===== config.mk =====
export PLATFORM = sky130hd
export DESIGN_NAME = bc_sequencer
export DESIGN_NICKNAME = d
export VERILOG_FILES = /design/src/bc_pkg.sv /design/src/bc_sequencer.sv
export SDC_FILE = /design/constraint.sdc
export NUM_CORES = 1
export LEC_CHECK = 0
export BUFFER_PORTS_ARGS = -buffer_cell sky130_fd_sc_hd__buf_2
export CAP_MARGIN = 20
export CORE_AREA = 2 2 39 41
export CTS_BUF_LIST = sky130_fd_sc_hd__clkbuf_16
export DETAILED_ROUTE_END_ITERATION = 12
export DIE_AREA = 0 0 41 43
export HOLD_SLACK_MARGIN = 0.1
export REMOVE_ABC_BUFFERS = 1
export SKIP_CTS_REPAIR_TIMING = 1
export SYNTH_ARGS = -nofsm -noshare
export SYNTH_HDL_FRONTEND = slang
export SYNTH_SLANG_ARGS = --single-unit

===== constraint.sdc =====
create_clock -name clk_i -period 5.6 [get_ports clk_i]
set_input_delay 0.84 -clock clk_i [delete_from_list [all_inputs] [get_ports clk_i]]
set_output_delay 0.84 -clock clk_i [all_outputs]
set_load 0.05 [all_outputs]

===== src/bc_pkg.sv =====
// shared types, constants and microcode program of the binomial coefficient block
`default_nettype none
package bc_pkg;

  // largest n that is served
  localparam int unsigned MaxN = 63;
  // width of the n and k fields
  localparam int unsigned NW = 6;
  // result width
  localparam int unsigned CoefW = 64;
  // row store depth and address width
  localparam int unsigned MemDepth = MaxN + 1;
  localparam int unsigned AddrW = $clog2(MemDepth);

  // microcode step addresses
  typedef logic [2:0] step_t;
  localparam step_t StepIdle  = 3'd0;
  localparam step_t StepClear = 3'd1;
  localparam step_t StepRow   = 3'd2;
  localparam step_t StepRdHi  = 3'd3;
  localparam step_t StepAdd   = 3'd4;
  localparam step_t StepFinRd = 3'd5;
  localparam step_t StepFin   = 3'd6;

  typedef enum logic [1:0] {
    WR_NONE  = 2'd0,
    WR_CLEAR = 2'd1,
    WR_ADD   = 2'd2
  } wr_op_e;

  typedef enum logic [1:0] {
    RD_MIN    = 2'd0,
    RD_COL_M1 = 2'd1,
    RD_COL_M2 = 2'd2,
    RD_K      = 2'd3
  } rd_sel_e;

  typedef enum logic [1:0] {
    COL_HOLD = 2'd0,
    COL_INC  = 2'd1,
    COL_MIN  = 2'd2,
    COL_DEC  = 2'd3
  } col_op_e;

  typedef enum logic [2:0] {
    C_ALWAYS   = 3'd0,
    C_START    = 3'd1,
    C_COL_IS_K = 3'd2,
    C_ROW_DONE = 3'd3,
    C_COL_ONE  = 3'd4,
    C_OUT_FREE = 3'd5
  } cond_e;

  // one control word of the program
  typedef struct packed {
    logic    accept_en;
    wr_op_e  wr_op;
    rd_sel_e rd_sel;
    col_op_e col_op;
    logic    row_inc;
    logic    ld_upper;
    logic    ld_out;
    cond_e   cond;
    step_t   tgt_t;
    step_t   tgt_f;
  } ctrl_word_t;

  // status flags from the datapath
  typedef struct packed {
    logic req_bad;
    logic col_is_k;
    logic row_done;
    logic col_one;
    logic out_free;
    logic accept;
  } dp_status_t;

  // microcode rom
  function automatic ctrl_word_t ucode(input step_t step);
    ctrl_word_t w;
    w = '{accept_en: 1'b0, wr_op: WR_NONE, rd_sel: RD_K, col_op: COL_HOLD,
          row_inc: 1'b0, ld_upper: 1'b0, ld_out: 1'b0, cond: C_ALWAYS,
          tgt_t: StepIdle, tgt_f: StepIdle};
    case (step)
      StepIdle: begin
        w.accept_en = 1'b1;
        w.cond      = C_START;
        w.tgt_t     = StepClear;
        w.tgt_f     = StepIdle;
      end
      StepClear: begin
        w.wr_op  = WR_CLEAR;
        w.col_op = COL_INC;
        w.cond   = C_COL_IS_K;
        w.tgt_t  = StepRow;
        w.tgt_f  = StepClear;
      end
      StepRow: begin
        w.rd_sel  = RD_MIN;
        w.col_op  = COL_MIN;
        w.row_inc = 1'b1;
        w.cond    = C_ROW_DONE;
        w.tgt_t   = StepFinRd;
        w.tgt_f   = StepRdHi;
      end
      StepRdHi: begin
        w.rd_sel   = RD_COL_M1;
        w.ld_upper = 1'b1;
        w.cond     = C_ALWAYS;
        w.tgt_t    = StepAdd;
      end
      StepAdd: begin
        w.wr_op    = WR_ADD;
        w.rd_sel   = RD_COL_M2;
        w.col_op   = COL_DEC;
        w.ld_upper = 1'b1;
        w.cond     = C_COL_ONE;
        w.tgt_t    = StepRow;
        w.tgt_f    = StepAdd;
      end
      StepFinRd: begin
        w.rd_sel = RD_K;
        w.cond   = C_ALWAYS;
        w.tgt_t  = StepFin;
      end
      StepFin: begin
        w.rd_sel = RD_K;
        w.ld_out = 1'b1;
        w.cond   = C_OUT_FREE;
        w.tgt_t  = StepIdle;
        w.tgt_f  = StepFin;
      end
      default: begin
        w.tgt_t = StepIdle;
      end
    endcase
    return w;
  endfunction

endpackage
`default_nettype wire


===== src/bc_sequencer.sv =====
// microcode sequencer: step counter, rom lookup and conditional jumps
`default_nettype none
module bc_sequencer (
  input  wire logic               clk_i,
  input  wire logic               rst_ni,
  input  wire bc_pkg::dp_status_t status_i,
  output bc_pkg::ctrl_word_t      ctrl_o
);

  bc_pkg::step_t      upc_q, upc_d;
  bc_pkg::ctrl_word_t word;
  logic               taken;

  // control word of the current step
  assign word   = bc_pkg::ucode(upc_q);
  assign ctrl_o = word;

  // jump condition
  always_comb begin
    case (word.cond)
      bc_pkg::C_ALWAYS:   taken = 1'b1;
      bc_pkg::C_START:    taken = status_i.accept & ~status_i.req_bad;
      bc_pkg::C_COL_IS_K: taken = status_i.col_is_k;
      bc_pkg::C_ROW_DONE: taken = status_i.row_done;
      bc_pkg::C_COL_ONE:  taken = status_i.col_one;
      bc_pkg::C_OUT_FREE: taken = status_i.out_free;
      default:            taken = 1'b1;
    endcase
  end

  assign upc_d = taken ? word.tgt_t : word.tgt_f;

  // step counter
  always_ff @(posedge clk_i or negedge rst_ni) begin
    if (!rst_ni) begin
      upc_q <= bc_pkg::StepIdle;
    end else begin
      upc_q <= upc_d;
    end
  end

endmodule
`default_nettype wire


==> summary.md, run 1 <==
| Metric | Value |
|---|---|
| Worst slew slack as a fraction of its limit | `0.694` |
| Count of port buffers added during placement | `26` |
| Fin crit share | `0.515` |
| Register with the most flip-flops | `upc_q` |
| Final wirelength | `940 µm` |
| Max Clock Skew | `0.00209 ns` |
| Ratio of cells with drive above 1 in the final layout | `0.457` |
| Cells taking the most area after synthesis | `dfrtp_1 20%, mux2_1 9.1%, a2111oi_4 7.4%` |
| Final number of max-transition violations | `0` |
| Number of fillers in the final layout | `156` |
| Count of nets left with antenna violations after detail routing | `0` |
| Largest net degree at the start of global routing | `16` |
| Cell type with the highest aggregate area in the netlist | `dfrtp_1` |
| Rows | `14` |
| # diodes | `0` |
| Number of hold violations in the final report | `0` |
| Timing endpoint of the critical path | `ctrl_o[6]` |
| Number of warnings printed during yosys synthesis | `0` |
| Highest cell delay on the worst timing path | `0.50 ns` |
| Setup repair after global routing missed its margin | `no` |
| Peak fanout along the critical path | `11` |
| Worst slew pin tran | `0.458 ns` |
| Chip Height | `43 µm` |
| Seq cells post-synth | `3` |
| Number of buffers added by the clock tree synthesis step | `3` |
| CTS H-tree depth | `1` |
| Start of the worst register-to-register path | `upc_q[1]$_DFF_PN0_` |
| Vias per std cell | `4.51` |
| Category of the worst setup path launch point | `register` |
| First-pass GRT wire length | `1.54 mm` |
| Total number of vias | `388` |
| Critical-path cell with the highest stage delay | `dfrtp_1` |
| Area Overhead vs Synth | `54.0%` |
| Path type of the worst min-delay path | `input port to async pin` |
| Ports placed on the boundary | `27` |
| Horizontal die dimension | `41 µm` |
| Crit path buffers/inverters | `2` |
| Aggregate global routing overflow | `0` |
| Registers with the most flip-flops | `upc_q: 3 flops` |
| Core utilization of the finished layout | `0.415` |
| Count of cells along the worst register-to-register path | `6` |
| First drt pass iteration count | `4` |
| Post-Synthesis Mean Instance Area | `8.47 µm²` |
| Largest register FFs | `3` |
| Required time reported for the critical path endpoint | `4.76 ns` |
| Max-cap violations | `0` |
| Critical path type | `register to output pin` |
| Arrival time of the worst setup path | `2.05 ns` |
| Yosys top cell area share | `0.201` |
| Async S/R FF share, synth | `1.00` |
| Top flip-flop cell by instance count after synthesis | `dfrtp_1` |
| CTS tree | `built` |
| Clock slew at the register clock pins of the worst setup and hold paths | `0.03 ns` |
| Total number of nets in the final design | `80` |
| Run status | `finished, final reports clean` |
| Setup crit end kind | `output pin` |
| Total global routing track utilization | `0.128` |
| Fin crit period | `2.89 ns` |
| First DRT Iteration DRCs | `2` |
| Crit path max-delay family | `flip-flops` |
| DP Wirelength | `703 µm` |
| Buffer cell driving the clock tree root | `clkbuf_16` |
| Sequential share of the synthesized area | `0.201` |
| Die ar. | `0.00176 mm²` |
| Number of enable-type register cells in the synthesized netlist | `0` |
| Num Clock Sinks | `3` |
| Global placement routability congestion | `0.801` |
| Clock latency at the later pin of the worst-skew pair | `0.22 ns` |
| Stages on worst setup path | `6` |
| Bufs on Longest Clock Path | `2` |
| Syn Inst Count | `44` |
| Worst reg2reg setup slack | `3.22 ns` |
| Critical Path, Cell by Cell | `nor2b_1 -> inv_1 -> ha_1 -> a21oi_1 -> and2_1 -> buf_2` |
| Leading cell type by number of instances after synthesis | `nor2_1` |
| Routed wirelength normalized by instance count | `10.9 µm` |
| Total negative slack for setup checks | `0 ns` |
| Via count of the first global-routing pass | `388` |
| FMAX | `0.346 GHz` |
| Distinct cell type count of the synthesized netlist | `24` |
| Worst setup startpoint | `upc_q[2]$_DFF_PN0_` |
| Residual DRC | `0` |
| Capturing point of the worst reg2reg path | `upc_q[1]$_DFF_PN0_` |
| Antenna violations before repair | `0` |
| Final-report setup violation count | `0` |
| Effective utilization at floorplan | `0.269` |
| Mapped cell area | `373 µm²` |
| Total core area | `0.00138 mm²` |
worst min path at each step:
stage               slack (ns)  cells past startpoint                  to   start
finish                    0.40                      1  upc_q[1]$_DFF_PN0_  rst_ni
global route              0.40                      1  upc_q[1]$_DFF_PN0_  rst_ni
CTS                       0.40                      1  upc_q[1]$_DFF_PN0_  rst_ni
detailed placement        0.64                      1  upc_q[0]$_DFF_PN0_  rst_ni
global placement          0.64                      1  upc_q[0]$_DFF_PN0_  rst_ni
floorplan                 0.54                      0  upc_q[0]$_DFF_PN0_  rst_ni
area by class of cell:
type | count | area, µm² | share of cell area
Multi-Input combinational cell | 35 | 263 | 0.458
Inverter | 2 | 7.51 | 0.0131
Timing Repair Buffer | 26 | 130 | 0.227
Sequential cell | 3 | 75.1 | 0.131
Clock inverter | 1 | 3.75 | 0.00654
Tap cell | 16 | 20.0 | 0.0349
Clock buffer | 3 | 75.1 | 0.131
metrics by stage:
stage / std cells / hold WS, ns / instance area (µm²) / setup slack [ns]
finish: 86 / 0.401 / 574 / 2.71
global route: 86 / 0.405 / 574 / 2.59
CTS: 86 / 0.397 / 574 / 2.71
detailed placement: 82 / 0.636 / 495 / 2.96
global placement: 82 / 0.635 / 495 / 2.95
floorplan: 40 / 0.544 / 345 / 1.52
metal layers:
layer | vias up | GRT usage | part of all wire | routed length, µm
met1 | 172 | 0.161 | 0.43 | 408
met5 | - | 0 | 0 | 0
li1 | 201 | - | - | -
met2 | 15 | 0.178 | 0.48 | 448
met3 | 0 | 0.0366 | 0.087 | 82
met4 | 0 | 0.0867 | 0 | 0
kinds of logic (layout without fill, tap and decap cells):
family / after synthesis / count (layout) / synth area share
simple gates: 23 / 23 / 0.386
fa+ha+maj: 1 / 1 / 0.0336
mux: 3 / 3 / 0.0906
buf+inv: 6 / 32 / 0.0940
compound gates: 8 / 8 / 0.195
flops: 3 / 3 / 0.201
placed cells by master, fill, tap and decap left out:
| cell type | count |
|---|---|
| nor2b_4 | 2 |
| nand2_1 | 3 |
| o22ai_1 | 1 |
| and3b_1 | 1 |
| nor2b_1 | 2 |
| ha_1 | 1 |
| buf_2 | 26 |
| a21oi_1 | 3 |
| nand2b_1 | 3 |
| dfrtp_1 | 3 |
| nor3_1 | 1 |
| a22o_1 | 1 |
| mux2_1 | 3 |
| and2_1 | 3 |
| a2111oi_4 | 1 |
| or3b_1 | 1 |
| nor2_1 | 6 |
| clkbuf_16 | 3 |
| inv_1 | 3 |
| a21o_1 | 1 |
| and4b_1 | 1 |
| o21bai_1 | 1 |
Power of run 1 is not shown: default switching activity piles up to over one toggle a cycle in this logic, so the estimate is an artifact.
==> run 2: changes to the inputs <==
ABC_AREA = 1   (was unset)
clock period = 2.85 ns   (was 5.6 ns; I/O delays follow)
==> summary.md, run 2 <==
| Metric | Value |
|---|---|
| Run status | `finished, final reports clean` |
| Max-cap violations | `0 (unchanged)` |
| CTS tree | `built` |
| Sequential share of the synthesized area | `0.197 (-0.00397)` |
| Commonest cells after routing, fill and taps aside | `26 x buf_2, 14 x nand2_1, 9 x inv_1, 8 x nand3_1, 6 x inv_2` |
| Compound-Gate Fraction of Synth Area | `0.0132 (-0.181)` |
| Count of nets left with antenna violations after detail routing | `0 (unchanged)` |
| Fin crit period | `2.21 ns` |
| Post-Synthesis Mean Instance Area | `6.13 µm² (-28%)` |
| Peak fanout along the critical path | `8 (-3)` |
| First-pass GRT wire length | `1.53 mm (-0.46%)` |
| Antenna violations before repair | `0 (unchanged)` |
| Yosys top cell area share | `0.197 (-0.00397)` |
| Syn Inst Count | `62 (+41%)` |
| Routed wirelength normalized by instance count | `9.56 µm (-13%)` |
| Xor/xnor cell area share of the yosys netlist | `0 (unchanged)` |
| Rows | `14 (unchanged)` |
| Bufs on Longest Clock Path | `2 (unchanged)` |
| Core utilization of the finished layout | `0.430 (+0.0154)` |
| Effective utilization at floorplan | `0.275 (+0.00542)` |
| Ratio of cells with drive above 1 in the final layout | `0.511 (+0.0540)` |
| First drt pass iteration count | `4 (unchanged)` |
| Fin crit share | `0.777` |
| Largest register FFs | `3 (unchanged)` |
| Total core area | `0.00138 mm² (unchanged)` |
| Distinct cell type count of the synthesized netlist | `16 (-33%)` |
| Critical path type | `register to output pin` |
| Vias per std cell | `4.33 (-4.0%)` |
| Register with the most flip-flops | `upc_q` |
| Critical Path, Cell by Cell | `nor2_4 -> nand2_1 -> nand2_1 -> inv_2 -> ha_1 -> o21ai_1 -> buf_2` |
| First DRT Iteration DRCs | `8 (+6)` |
| Buffer cell driving the clock tree root | `clkbuf_16` |
| Routed wire length on met2 | `507 µm (+13%)` |
| Setup repair after global routing missed its margin | `no` |
| Required time reported for the critical path endpoint | `2.42 ns (-2.34 ns)` |
| Count of port buffers added during placement | `26 (unchanged)` |
| Number of hold violations in the final report | `0 (unchanged)` |
| Total global routing track utilization | `0.126 (-0.00176)` |
| Category of the worst setup path launch point | `register` |
| Cell type with the highest aggregate area in the netlist | `dfrtp_1` |
| Top routing layer used | `met3` |
| Total number of vias | `459 (+18%)` |
| FMAX | `0.452 GHz` |
| Clock slew at the register clock pins of the worst setup and hold paths | `0.03 ns (about the same)` |
| Met1 layer wirelength in the final routing | `441 µm (+8.1%)` |
| Horizontal die dimension | `41 µm (unchanged)` |
| Total negative slack for setup checks | `0 ns (unchanged)` |
| Setup crit end kind | `output pin` |
| Dominant combinational cell family by area after synthesis | `simple AND/OR/NAND/NOR gates` |
| Final number of max-transition violations | `0 (unchanged)` |
| Registers with the most flip-flops | `upc_q: 3 flops` |
| Amount of wire on met3 after detailed routing | `64 µm (-22%)` |
| Aggregate global routing overflow | `0 (unchanged)` |
| Residual DRC | `0 (unchanged)` |
| Fraction of the mapped netlist area in adder cells | `0.0329 (-0.000662)` |
| Number of enable-type register cells in the synthesized netlist | `0 (unchanged)` |
| Commonest cells post-synth | `14 x nand2_1, 8 x inv_1, 8 x nand3_1` |
| Global placement routability congestion | `0.726 (-9.4%)` |
| # diodes | `0 (unchanged)` |
| Clock latency at the later pin of the worst-skew pair | `0.22 ns (about the same)` |
| Area Overhead vs Synth | `56.6%` |
| Seq cells post-synth | `3 (unchanged)` |
| Path type of the worst min-delay path | `input port to async pin` |
| Leading cell type by number of instances after synthesis | `nand2_1` |
| Highest cell delay on the worst timing path | `0.49 ns (about the same)` |
| DP Wirelength | `816 µm (+16%)` |
| Worst slew pin tran | `0.352 ns (-0.107 ns)` |
| Placed Cells incl. Taps | `101 (+23%)` |
| Final-report setup violation count | `0 (unchanged)` |
| Num Clock Sinks | `3 (unchanged)` |
| Die ar. | `0.00176 mm² (unchanged)` |
| Ports placed on the boundary | `27 (unchanged)` |
| Critical-path cell with the highest stage delay | `dfrtp_1` |
| Cell repeated most along the worst path | `nand2_1` |
| Async S/R FF share, synth | `1.00 (unchanged)` |
| Worst slew slack as a fraction of its limit | `0.765 (+0.0710)` |
| Crit path buffers/inverters | `2 (unchanged)` |
| Number of buffers added by the clock tree synthesis step | `3 (unchanged)` |
| Cells taking the most area after synthesis | `dfrtp_1 20%, nand2_1 14%, nand3_1 11%` |
| Arrival time of the worst setup path | `1.79 ns (-0.26 ns)` |
| Via count of the first global-routing pass | `401 (+3.4%)` |
| CTS H-tree depth | `1 (unchanged)` |
| Fraction of synthesized area in multiplexers | `0 (-0.0906)` |
| Largest net degree at the start of global routing | `9 (-7)` |
| Mapped cell area | `380 µm² (+2.0%)` |
| Chip Height | `43 µm (unchanged)` |
| Total number of nets in the final design | `100 (+25%)` |
| Number of warnings printed during yosys synthesis | `0 (unchanged)` |
| Crit path max-delay family | `flip-flops` |
| Leading cell type in the layout, fill and taps excluded | `buf_2` |
| Filler-free cell count of the finished design | `106 (+23%)` |
| Simple-gate share of the synthesized area | `0.556 (+0.170)` |
| Max Clock Skew | `0.000805 ns (-0.00128 ns)` |
| Final wirelength | `1.01 mm (+7.8%)` |
| Top flip-flop cell by instance count after synthesis | `dfrtp_1` |
run 2: cell types whose count changed in the layout (fill, tap and decap cells not counted), moves of 4 or more:
cell     delta
inv_1       +6
inv_2       +6
nand2_1    +11
nand2_2     +4
nand3_1     +8
run 2: layout make-up:
type / instances / area [µm²]
inverters: 14 / 52.6
repair buffers: 27 / 140
multi-input cells: 42 / 229
flip-flops and latches: 3 / 75.1
clock inverters: 1 / 3.75
clock buffers: 3 / 75.1
fillers: 144 / 788
well taps: 16 / 20.0
run 2: kinds of logic after synthesis:
kind of cell             count (synthesis)
buffers and inverters                   17
AND/OR/NAND/NOR                         40
adder cells (fa/ha/maj)                  1
flip-flops                               3
AO/OA/AOI/OAI                            1
run 2: worst paths after layout:
path | from | endpoint | slack [ns] | depth (start not counted)
max | upc_q[0]$_DFF_PN0_ | ctrl_o[6] | 0.64 | 7
min | rst_ni | upc_q[0]$_DFF_PN0_ | 0.55 | 2
max reg2reg | upc_q[0]$_DFF_PN0_ | upc_q[0]$_DFF_PN0_ | 1.08 | 12
min reg2reg | upc_q[2]$_DFF_PN0_ | upc_q[0]$_DFF_PN0_ | 0.68 | 3
max in group asynchronous | rst_ni | upc_q[2]$_DFF_PN0_ | 2.19 | 2
min in group clk_i | status_i[2] | upc_q[1]$_DFF_PN0_ | 0.66 | 6
run 2: through the flow:
step,hold WS [ns],worst slack [ns],instance area [µm²]
6_report,0.549,0.636,596
5_1_grt,0.559,0.524,596
2_1_floorplan,0.132,0.0928,357
3_5_place_dp,0.226,0.874,507
4_1_cts,-0.00469,0.628,586
3_3_place_gp,0.224,0.846,507
run 2: worst reg2reg max path, cell delays in order, from the launching register on:
cell and delay [ns]:
dfrtp_1 0.49, nor2_4 0.20, nand2_1 0.09, nand2_1 0.09, inv_2 0.05, ha_1 0.26
inv_1 0.04, nand2_2 0.06, nand2_2 0.06, nor2_4 0.12, nand2_2 0.08, nand2_1 0.06
nand2_1 0.05
run 2: layer usage:
| metal | up-vias | track usage |
|---|---|---|
| met5 | - | 0 |
| met1 | 199 | 0.153 |
| li1 | 243 | - |
| met3 | 0 | 0.0366 |
| met4 | 0 | 0.0600 |
| met2 | 17 | 0.194 |
Power of run 2 is left out for the same reason.
